===== src/sv/krt_pkg.sv =====
package krt_pkg;

	localparam int TABLE_DEPTH = 64;
	localparam int ADDR_W      = $clog2(TABLE_DEPTH);
	localparam int CNT_W       = $clog2(TABLE_DEPTH + 1);

	localparam int KEY_W    = 32;
	localparam int HANDLE_W = 16;
	localparam int ROW_W    = 6;
	localparam int COUNT_W  = 7;
	localparam int KIND_W   = 2;

	// stream payload widths
	localparam int IN_FIELDS_W = ROW_W + 2 * KEY_W + HANDLE_W;
	localparam int IN_DATA_W   = ((IN_FIELDS_W + 7) / 8) * 8;
	localparam int OUT_DATA_W  = 1 + HANDLE_W + COUNT_W;

	typedef enum logic [KIND_W-1:0] {
		KIND_GET    = 2'd0,
		KIND_ADD    = 2'd1,
		KIND_UPDATE = 2'd2,
		KIND_REMOVE = 2'd3
	} kind_t;

	typedef enum logic [2:0] {
		ST_IDLE,
		ST_GET,
		ST_SCAN,
		ST_SHIFT,
		ST_DONE
	} state_t;

	typedef struct packed {
		logic [KEY_W-1:0]    key;
		logic [HANDLE_W-1:0] handle;
	} entry_t;

	localparam int ENTRY_W = $bits(entry_t);

	// table RAM access from the sequencer
	typedef struct packed {
		logic              we;
		logic [ADDR_W-1:0] waddr;
		entry_t            wdata;
		logic [ADDR_W-1:0] raddr;
	} ram_req_t;

	// finished result offered to the output register
	typedef struct packed {
		logic                valid;
		logic                success;
		logic [HANDLE_W-1:0] handle;
		logic [COUNT_W-1:0]  count;
	} res_t;

endpackage


===== src/sv/keyed_record_table.sv =====
// Ordered table of up to 64 (record id, handle) rows serving one request at a
// time: get by row, add (rejects a present id or a full table), update by id,
// and remove by id with the later rows moved down in order. Each request gives
// one result with success, the handle read by a get (zero otherwise) and the
// row count after the request. All rows live in one RAM with one read and one
// write port, so a request walks it one row per cycle: a get reads its row if
// in range, add and update scan the ids, and a remove that hits a row then
// moves the later rows down in a second pass. s_tready is low from acceptance
// until the result is handed to the output register; a result may wait there
// while the next request is taken.
module keyed_record_table import krt_pkg::*; (
	input  logic                  clk,
	input  logic                  arst_n,
	input  logic                  s_tvalid,
	output logic                  s_tready,
	// row_index[5:0], search_key[37:6], record_key[69:38],
	// record_handle[85:70], zero pad[87:86]
	input  logic [IN_DATA_W-1:0]  s_tdata,
	// kind[1:0]
	input  logic [KIND_W-1:0]     s_tuser,
	output logic                  m_tvalid,
	input  logic                  m_tready,
	// success[0], found_handle[16:1], row_count[23:17]
	output logic [OUT_DATA_W-1:0] m_tdata
);

	ram_req_t               ram_req;
	logic [ENTRY_W-1:0]     ram_rdata;
	res_t                   res;
	logic                   res_take;
	logic                   m_tvalid_q;
	logic [OUT_DATA_W-1:0]  m_tdata_q;

	krt_ram #(
		.WIDTH (ENTRY_W),
		.DEPTH (TABLE_DEPTH)
	) u_ram (
		.clk   (clk),
		.we    (ram_req.we),
		.waddr (ram_req.waddr),
		.wdata (ram_req.wdata),
		.raddr (ram_req.raddr),
		.rdata (ram_rdata)
	);

	krt_ctrl u_ctrl (
		.clk        (clk),
		.arst_n     (arst_n),
		.in_valid   (s_tvalid),
		.in_ready   (s_tready),
		.in_kind    (kind_t'(s_tuser)),
		.in_row     (s_tdata[ROW_W-1:0]),
		.in_skey    (s_tdata[ROW_W +: KEY_W]),
		.in_rkey    (s_tdata[ROW_W + KEY_W +: KEY_W]),
		.in_rhandle (s_tdata[ROW_W + 2 * KEY_W +: HANDLE_W]),
		.ram_rdata  (entry_t'(ram_rdata)),
		.ram_req    (ram_req),
		.res        (res),
		.res_take   (res_take)
	);

	// output register takes a result whenever its slot is free
	assign res_take = res.valid && (!m_tvalid_q || m_tready);

	always_ff @(posedge clk or negedge arst_n) begin
		if (!arst_n) begin
			m_tvalid_q <= 1'b0;
		end else if (res_take) begin
			m_tvalid_q <= 1'b1;
		end else if (m_tready) begin
			m_tvalid_q <= 1'b0;
		end
	end

	always_ff @(posedge clk) begin
		if (res_take) begin
			m_tdata_q <= {res.count, res.handle, res.success};
		end
	end

	assign m_tvalid = m_tvalid_q;
	assign m_tdata  = m_tdata_q;

endmodule


===== src/sv/krt_ram.sv =====
// Generic single-write, single-read RAM with registered read data.
module krt_ram #(
	parameter int WIDTH = 8,
	parameter int DEPTH = 16
) (
	input  logic                     clk,
	input  logic                     we,
	input  logic [$clog2(DEPTH)-1:0] waddr,
	input  logic [WIDTH-1:0]         wdata,
	input  logic [$clog2(DEPTH)-1:0] raddr,
	output logic [WIDTH-1:0]         rdata
);

	logic [WIDTH-1:0] mem_q [DEPTH];
	logic [WIDTH-1:0] rdata_q;

	always_ff @(posedge clk) begin
		if (we) begin
			mem_q[waddr] <= wdata;
		end
		rdata_q <= mem_q[raddr];
	end

	assign rdata = rdata_q;

endmodule


===== src/sv/krt_ctrl.sv =====
// Request sequencer: one shared key comparator walks the table RAM,
// one read per cycle, and a second pass moves rows down on remove.
module krt_ctrl import krt_pkg::*; (
	input  logic                clk,
	input  logic                arst_n,
	input  logic                in_valid,
	output logic                in_ready,
	input  kind_t               in_kind,
	input  logic [ROW_W-1:0]    in_row,
	input  logic [KEY_W-1:0]    in_skey,
	input  logic [KEY_W-1:0]    in_rkey,
	input  logic [HANDLE_W-1:0] in_rhandle,
	input  entry_t              ram_rdata,
	output ram_req_t            ram_req,
	output res_t                res,
	input  logic                res_take
);

	state_t state_q, state_d;
	logic [CNT_W-1:0]    count_q, count_d;
	logic [CNT_W-1:0]    idx_q, idx_d;
	logic                chk_v_s1, chk_v_d;
	logic [ADDR_W-1:0]   chk_idx_s1, chk_idx_d;
	kind_t               kind_q, kind_d;
	logic [KEY_W-1:0]    key_q, key_d;
	entry_t              rec_q, rec_d;
	logic                ok_q, ok_d;
	logic [HANDLE_W-1:0] handle_q, handle_d;
	logic                match;

	// the shared comparator
	assign match = chk_v_s1 && (ram_rdata.key == key_q);

	// next state, RAM requests and result
	always_comb begin
		state_d   = state_q;
		count_d   = count_q;
		idx_d     = idx_q;
		chk_v_d   = chk_v_s1;
		chk_idx_d = chk_idx_s1;
		kind_d    = kind_q;
		key_d     = key_q;
		rec_d     = rec_q;
		ok_d      = ok_q;
		handle_d  = handle_q;
		ram_req   = '{we: 1'b0, waddr: chk_idx_s1, wdata: rec_q,
			raddr: idx_q[ADDR_W-1:0]};
		in_ready  = (state_q == ST_IDLE);
		res       = '{valid: (state_q == ST_DONE), success: ok_q, handle: handle_q,
			count: COUNT_W'(count_q)};

		case (state_q)
			ST_IDLE: begin
				if (in_valid) begin
					kind_d     = in_kind;
					key_d      = (in_kind == KIND_ADD) ? in_rkey : in_skey;
					rec_d      = '{key: in_rkey, handle: in_rhandle};
					ok_d       = 1'b0;
					handle_d   = '0;
					idx_d      = '0;
					chk_v_d    = 1'b0;
					ram_req.raddr = in_row;
					if (in_kind == KIND_GET) begin
						state_d = ({1'b0, in_row} < CNT_W'(count_q)) ? ST_GET : ST_DONE;
					end else begin
						state_d = ST_SCAN;
					end
				end
			end
			ST_GET: begin
				ok_d     = 1'b1;
				handle_d = ram_rdata.handle;
				state_d  = ST_DONE;
			end
			ST_SCAN: begin
				if (match) begin
					case (kind_q)
						KIND_UPDATE: begin
							ram_req.we    = 1'b1;
							ram_req.waddr = chk_idx_s1;
							ok_d          = 1'b1;
							state_d       = ST_DONE;
						end
						KIND_REMOVE: begin
							idx_d   = {1'b0, chk_idx_s1} + CNT_W'(1);
							chk_v_d = 1'b0;
							state_d = ST_SHIFT;
						end
						default: begin
							// add of an id already present
							state_d = ST_DONE;
						end
					endcase
				end else if (idx_q < count_q) begin
					ram_req.raddr = idx_q[ADDR_W-1:0];
					chk_v_d       = 1'b1;
					chk_idx_d     = idx_q[ADDR_W-1:0];
					idx_d         = idx_q + CNT_W'(1);
				end else if (!chk_v_s1) begin
					// whole table checked, no match
					if (kind_q == KIND_ADD && count_q < CNT_W'(TABLE_DEPTH)) begin
						ram_req.we    = 1'b1;
						ram_req.waddr = count_q[ADDR_W-1:0];
						count_d       = count_q + CNT_W'(1);
						ok_d          = 1'b1;
					end
					state_d = ST_DONE;
				end else begin
					chk_v_d = 1'b0;
				end
			end
			ST_SHIFT: begin
				// row read last cycle lands one place lower
				ram_req.wdata = ram_rdata;
				ram_req.waddr = chk_idx_s1;
				ram_req.we    = chk_v_s1;
				if (idx_q < count_q) begin
					ram_req.raddr = idx_q[ADDR_W-1:0];
					chk_v_d       = 1'b1;
					chk_idx_d     = idx_q[ADDR_W-1:0] - ADDR_W'(1);
					idx_d         = idx_q + CNT_W'(1);
				end else if (!chk_v_s1) begin
					count_d = count_q - CNT_W'(1);
					ok_d    = 1'b1;
					state_d = ST_DONE;
				end else begin
					chk_v_d = 1'b0;
				end
			end
			ST_DONE: begin
				if (res_take) begin
					state_d = ST_IDLE;
				end
			end
			default: begin
				state_d = ST_IDLE;
			end
		endcase
	end

	// control state
	always_ff @(posedge clk or negedge arst_n) begin
		if (!arst_n) begin
			state_q  <= ST_IDLE;
			count_q  <= '0;
			chk_v_s1 <= 1'b0;
		end else begin
			state_q  <= state_d;
			count_q  <= count_d;
			chk_v_s1 <= chk_v_d;
		end
	end

	// working registers
	always_ff @(posedge clk) begin
		idx_q      <= idx_d;
		chk_idx_s1 <= chk_idx_d;
		kind_q     <= kind_d;
		key_q      <= key_d;
		rec_q      <= rec_d;
		ok_q       <= ok_d;
		handle_q   <= handle_d;
	end

endmodule


===== config.mk =====
export PLATFORM = sky130hd
export DESIGN_NAME = keyed_record_table
export DESIGN_NICKNAME = d
export VERILOG_FILES = /design/src/sv/krt_pkg.sv /design/src/sv/keyed_record_table.sv /design/src/sv/krt_ram.sv /design/src/sv/krt_ctrl.sv
export SDC_FILE = /design/constraint.sdc
export NUM_CORES = 2
export LEC_CHECK = 0
export BUFFER_PORTS_ARGS = -buffer_cell sky130_fd_sc_hd__buf_2
export CELL_PAD_IN_SITES_DETAIL_PLACEMENT = 1
export CELL_PAD_IN_SITES_GLOBAL_PLACEMENT = 1
export CORE_MARGIN = 2
export CORE_UTILIZATION = 40
export CTS_BUF_LIST = sky130_fd_sc_hd__clkbuf_4 sky130_fd_sc_hd__clkbuf_8
export CTS_CLUSTER_DIAMETER = 150
export DETAILED_ROUTE_END_ITERATION = 16
export PLACE_DENSITY = 0.59
export SYNTH_ARGS = -nofsm -noshare
export SYNTH_HDL_FRONTEND = slang
export SYNTH_HIERARCHICAL = 1
export SYNTH_SLANG_ARGS = --single-unit

===== constraint.sdc =====
create_clock -name clk -period 16.25 [get_ports clk]
set_input_delay 0 -clock clk [delete_from_list [all_inputs] [get_ports clk]]
set_output_delay 0 -clock clk [all_outputs]
set_load 0.01 [all_outputs]

### Yosys cells after proc, flatten, opt, wreduce, memory -nomap -nowiden

Memory sizes are Yosys's and may differ from the RTL's. A register that Yosys moved wholly into a read port is not among the register bits.
Index checks and enable logic that the tools add are counted.

| word-level totals | value |
|---|---|
| register bits | 148 |
| memories | 1 |
| RAM bits | 3072 |
| bits of input ports | 94 |
| output and inout bits | 26 |

Memory list:

| memory | words | width | rd ports | clocked after Yosys merged registers in | write ports | line | RTL |
|---|---|---|---|---|---|---|---|
| u_ram.mem_q | 64 | 48 | 1 | 1 | 1 | krt_ram.sv:14 | `logic [WIDTH-1:0] mem_q [DEPTH];` |

| operators by class | value |
|---|---|
| add/subtract/negate cells | 5 |
| multiplexer cells | 54 |
| magnitude comparators | 3 |
| equality and inequality tests | 24 |
| reductions and logical operators | 19 |

Operators by type and width:

| cell | number |
|---|---|
| 7-bit 2-to-1 mux | 15 |
| 48-bit 2-to-1 mux | 1 |
| 32-bit equality test | 1 |
| 32-bit 2-to-1 mux | 1 |
| 16-bit case mux with 2 select lines | 1 |
| 6-bit 2-to-1 mux | 5 |
| 7-bit case mux with 2 select lines | 2 |
| 3-bit 2-to-1 mux | 8 |
| 7-bit case mux with 3 select lines | 1 |
| 16-bit 2-to-1 mux | 1 |
| 1-bit 2-to-1 mux | 15 |
| 3-bit case mux with 5 select lines | 1 |
| 7-bit by 1-bit adder with 7-bit output (second input constant) | 2 |
| 2-bit != test (second input constant) | 6 |
| 6-bit case mux with 2 select lines | 1 |
| 3-bit != test (second input constant) | 3 |
| 2-bit by 1-bit != test with 1-bit output (second input constant) | 4 |
| 8-bit AND reduction | 1 |
| 6-bit by 1-bit adder with 7-bit output (second input constant) | 1 |
| 6-bit by 7-bit < comparator with 1-bit output | 1 |
| 7-bit < comparator | 1 |
| 7-bit < comparator (second input constant) | 1 |
| 7-bit AND reduction | 1 |
| 7-bit by 1-bit subtractor with 7-bit output (second input constant) | 1 |
| 21 further kinds | 30 |

### Logic depth before layout (Yosys ltp)

| depth | value |
|---|---|
| word-level depth | 9 |
| mapped depth | 15 |
| mapped depth without buffers | 11 |

### Modules after synthesis

The synthesis kept the hierarchy.

By module, submodules not included:

| module | sequential area each (um^2) | area an instance (um^2) | cells an instance | instances |
|---|---|---|---|---|
| krt_ram | 93209.4 | 117139.8 | 4970 | 1 |
| krt_ctrl | 3638.5 | 6562.5 | 582 | 1 |
| keyed_record_table | 745.7 | 764.5 | 28 | 1 |

### Least setup slack after synthesis

No wires, ideal clock.

| path | value |
|---|---|
| path type | register to register |
| start | register u_ctrl.idx_q[5] |
| end | memory u_ram/mem_q[49][0] in the netlist's numbering, enable pin |
| data arrival time | 5.892 ns |
| data required time | 15.737 ns |
| stages on the path, launching flop included | 12 |
| buffers on the path | 2 |
| path slack | 9.846 ns |
| period minus slack after synthesis | 6.404 ns |
| path through | edfxtp_1 > ha_1 > nand4_1 > nor2_1 > a211oi_4 > nor4bb_1 > buf_6 > mux2_4 > clkbuf_1 > nor2b_1 > nand4_1 > nor3_1 |

RTL lines:

| element | line | RTL |
|---|---|---|
| start, declared | krt_ctrl.sv:21 | `logic [CNT_W-1:0] idx_q, idx_d;` |
| start signal, assigned | krt_ctrl.sv:156 | `idx_q <= idx_d;` |
| end, declared | krt_ram.sv:14 |  |

==> results.txt <==
* Result of the run: finished clean
* Time the worst path needs with I/O delays and setup: between 6 and 7 ns
- Synthesized area per cell: about 22 um2
- Cell row count: around 200
* Mean routed wirelength per cell: 32.3 um
- For this run, the slowest stage of the critical path takes 1.12 ns.
- In this run, distinct cell masters in the synthesized netlist total just over 70.
* GPL Wtd Cong: 0.791
- The initial utilization of the core area, before any placement, comes to between 40 and 50%.
- Design Area, Final: ~140,000 um2
- Excluding fillers, the count of instances in the completed layout stands at about 11,000.
- HPWL Detailed: around 190,000 um
- Final cycle utilization of the critical path: 42.3%
- Arrival time at the worst endpoint: about 7.5 ns
- Io pins: between 100 and 150
* Endpoints failing hold: 0
* Most used DFF post-synth: edfxtp_1
* Static leakage power: ~45 nW
- Placeable core area: 309,000 um2
* Setup repair after global routing missed its margin: no
- Along the worst path, the maximum fanout reaches 33.
- Post-CTS repair changed the size of 0 cells.
- Worst path bufs/invs: 1
- Total CTS buffers: ~550
- Cells after Synth: ~5,600
- Before antenna repair, the detailed router went through 5 iterations.
* HP Class: input port to register
- Commonest cells after routing, fill and taps aside: edfxtp_1, mux4_2, clkbuf_8
- Most common library cell in the layout ignoring fill and taps: edfxtp_1
- DIE HEIGHT: about 560 um
- Initial drt markers: just over 6,000
- For this run, the total global-route usage over all layers was measured as between 20 and 25%.
- The largest total area in the synthesized netlist belongs to edfxtp_1.
- Root buffer cell: clkbuf_8
- Synthesis inferred 3,268 register bits.
- Detail-routed via count per cell: around 5.7
- Placed standard-cell area: between 100,000 and 150,000 um2
- Slowest cell on crit path: nor2_4
- Summed over all layers, the global routing overflow is 0.
* YS warnings: 6
* EDFF count, synth: ~3,200
- Synthesized netlist net count: between 5,000 and 6,000
- Total Routed Length: about 350,000 um
- CTS clock-pin slew for the worst setup and hold paths: ~0.06 ns
- OpenSTA, run right after detailed placement, puts the worst setup slack at 9.45 ns.
- Antenna Violating Nets Remaining: 0
- Between clock sinks in the finished design, the worst skew comes to 0.0721 ns.
* Nature of the critical path startpoint: register
- In the final layout, the share of cells above drive strength 1 is a little under a third.
* Cell with the most instances on the worst path: nand4_1
* Post-synthesis instance area: between 100,000 and 150,000 um2
* Placed cell count: between 9,000 and 10,000
- CTS tree: yes
- The clock drives roughly 3,300 sinks.
* Final total negative setup slack: 0 ns
- Dominant cells by area after synthesis: edfxtp_1, mux4_2, dfxtp_1
- The initial antenna violation count came to 7.
- First-pass GRT wire length: slightly below 500,000 um
* Required time of the critical path: roughly 17 ns
- The via count of the first global-routing pass is 66,400.
* Area share of the largest cell type after synthesis: between 70% and 80%
* Die footprint: between 300,000 and 400,000 um2
- The area growth from synthesis to layout is 14.7%.
- Headroom to the max-slew limit came out at between 10% and 20%.
* Setup-failing EPs final: 0
* H-tree depth: 6
* Chip Width: around 560 um
* Smallest hold slack: just under 0.09 ns
* Largest buffer count on any clock path: 4
- Highest clock rate: around 0.15 GHz
* Transition time at the pin with the least slew margin: approximately 1.3 ns
* Class of the most critical setup path: register to register
* Share of the yosys chip area belonging to registers: roughly four fifths
- The kind of cell with the highest combined delay along the critical path is simple AND/OR/NAND/NOR gates.
- IO Port Bufs: between 100 and 150
* Pin count of the biggest net entering global routing: 139
- Type of destination of the critical path: register
- The detailed router placed slightly above 60,000 vias in this run.
- Net count, final: 6,386
- Clock Latency Late Sink: roughly 1.0 ns
- Max-cap violations: 0
- Power per cell area: 170 nW/um2
* Crit path setup slack, layout: roughly 9.4 ns
- VDD sags by at most 0.000128 V.
- Sequence of cells on the critical path: xnor2_1, nand4_1, nor4_1, nand4b_1, o21ai_1, nand4_1, nor2_4, buf_4
- Total of fill cells in the finished design: 28,200
- For this run, design rule violations remaining after detail routing come to 0.
- Number of slew-limit violations in the final report: 0
- For this run, asynchronously set or reset flops after synthesis account for less than 1%.
-- cell usage after synthesis (all sizes together) (3+ instances only) --
| cell | n |
|---|---|
| edfxtp | 3208 |
| mux4 | 754 |
| nand2 | 216 |
| buf | 184 |
| nor2 | 150 |
| o22ai | 123 |
| clkbuf | 121 |
| a21oi | 85 |
| a221oi | 83 |
| a22oi | 72 |
| mux2i | 65 |
| a22o | 58 |
| mux2 | 53 |
| dfxtp | 48 |
| a211oi | 40 |
| xnor2 | 37 |
| o221ai | 28 |
| nor2b | 27 |
| and2 | 20 |
| ha | 19 |
| inv | 18 |
| nand2b | 16 |
| nand3 | 16 |
| nand4 | 15 |
| o21ai | 15 |
| xor2 | 14 |
| dfrtp | 12 |
| a311oi | 11 |
| nor3 | 9 |
| nand3b | 7 |
| a31o | 5 |
| or2 | 5 |
| or3 | 5 |
| and3 | 4 |
| or3b | 4 |
| a21o | 3 |
| a31oi | 3 |
| nor3b | 3 |
-- per-layer routing --
metal | share of wire (%) | global-route usage [%] | vias to the layer above
met5 | 0.0037 | 0 | -
met4 | 2.5 | 6.12 | 2
met3 | 5.7 | 3.46 | 468
met2 | 49 | 36.3 | 2063
met1 | 42 | 30.6 | 34200
li1 | - | - | 25200
-- state kept, by name (all words and copies together), names as in the netlist --
signal	flops
u_ctrl/chk_v_s1	1
u_ctrl/kind_q	2
u_ram/rdata	48
u_ram/mem_q	3072
u_ctrl/idx_q	7
u_ctrl/ok_q	1
u_ctrl/count_q	7
u_ctrl/rec_q	48
m_tvalid	1
u_ctrl/key_q	32
u_ctrl/state_q	3
u_ctrl/chk_idx_s1	6
m_tdata	24
u_ctrl/handle_q	16
-- path summary, 6_finish.rpt --
kind                                      from                   to  slack [ns]  cells after the start
min in group asynchronous               arst_n    u_ctrl/state_q[2]        0.60                      4
max in group asynchronous               arst_n    u_ctrl/count_q[2]       15.22                      4
hold / removal                      s_tuser[1]     u_ctrl/key_q[23]        0.09                      4
setup / recovery              u_ctrl/key_q[31]  u_ram/mem_q[63][16]        9.38                      8
setup reg to reg              u_ctrl/key_q[31]  u_ram/mem_q[63][16]        9.38                      8
hold reg to reg            u_ctrl/handle_q[14]          m_tdata[15]        0.42                      0
-- cells by family (layout without fill, tap and decap cells) --
family          after synthesis  in the layout  synth area share [%]
buf+inv                     324           1433                  1.36
flops                      3268           3268                  78.4
simple gates                509            509                  1.85
other cells                   0              4                     0
compound gates              536            536                  3.15
mux                         872            872                  14.7
fa+ha+maj                    20             20                 0.207
xor+xnor                     51             51                 0.359
-- worst register-to-register path, cell delays in order (launching register included) --
cell      delay, ns
edfxtp_1       0.38
xnor2_1        0.99
nand4_1        0.27
nor4_1         0.79
nand4b_1       0.27
o21ai_1        0.82
nand4_1        1.04
nor2_4         1.12
buf_4          0.79
-- cell type report --
cell class | instances | area (um2) | share of cell area [%]
Sequential cell | 3268 | 97600 | 68.4
Tap cell | 4120 | 5150 | 3.61
Inverter | 19 | 73.8 | 0.0517
Clock inverter | 193 | 1040 | 0.729
Antenna cell | 4 | 10.0 | 0.00701
Timing Repair Buffer | 447 | 3620 | 2.53
Multi-Input combinational cell | 1988 | 25900 | 18.1
Clock buffer | 774 | 9400 | 6.58
-- power breakdown --
part           total, mW  switching (mW)  leakage, nW  internal (mW)
sequential          10.1           0.197         29.5           9.90
clock               7.08            3.30         5.51           3.78
combinational       7.04            4.31         9.62           2.73
total               24.2            7.80         44.6           16.4
-- timing repair --
| item | in CTS | in global routing |
|---|---|---|
| endpoints found under the hold margin | 155 | 0 |
| hold buffers | 176 | 0 |
| setup endpoints to repair | 0 | 0 |
| buffers inserted | 0 | 0 |
-- through the flow --
stage,power (mW),util (%)
2_1_floorplan,14.9,-
3_3_place_gp,17.3,42.2
3_5_place_dp,17.4,42.2
4_1_cts,24.5,46.1
5_1_grt,25.2,46.2
6_report,24.2,46.2
No activity file was read; power rests on OpenSTA's default activity.
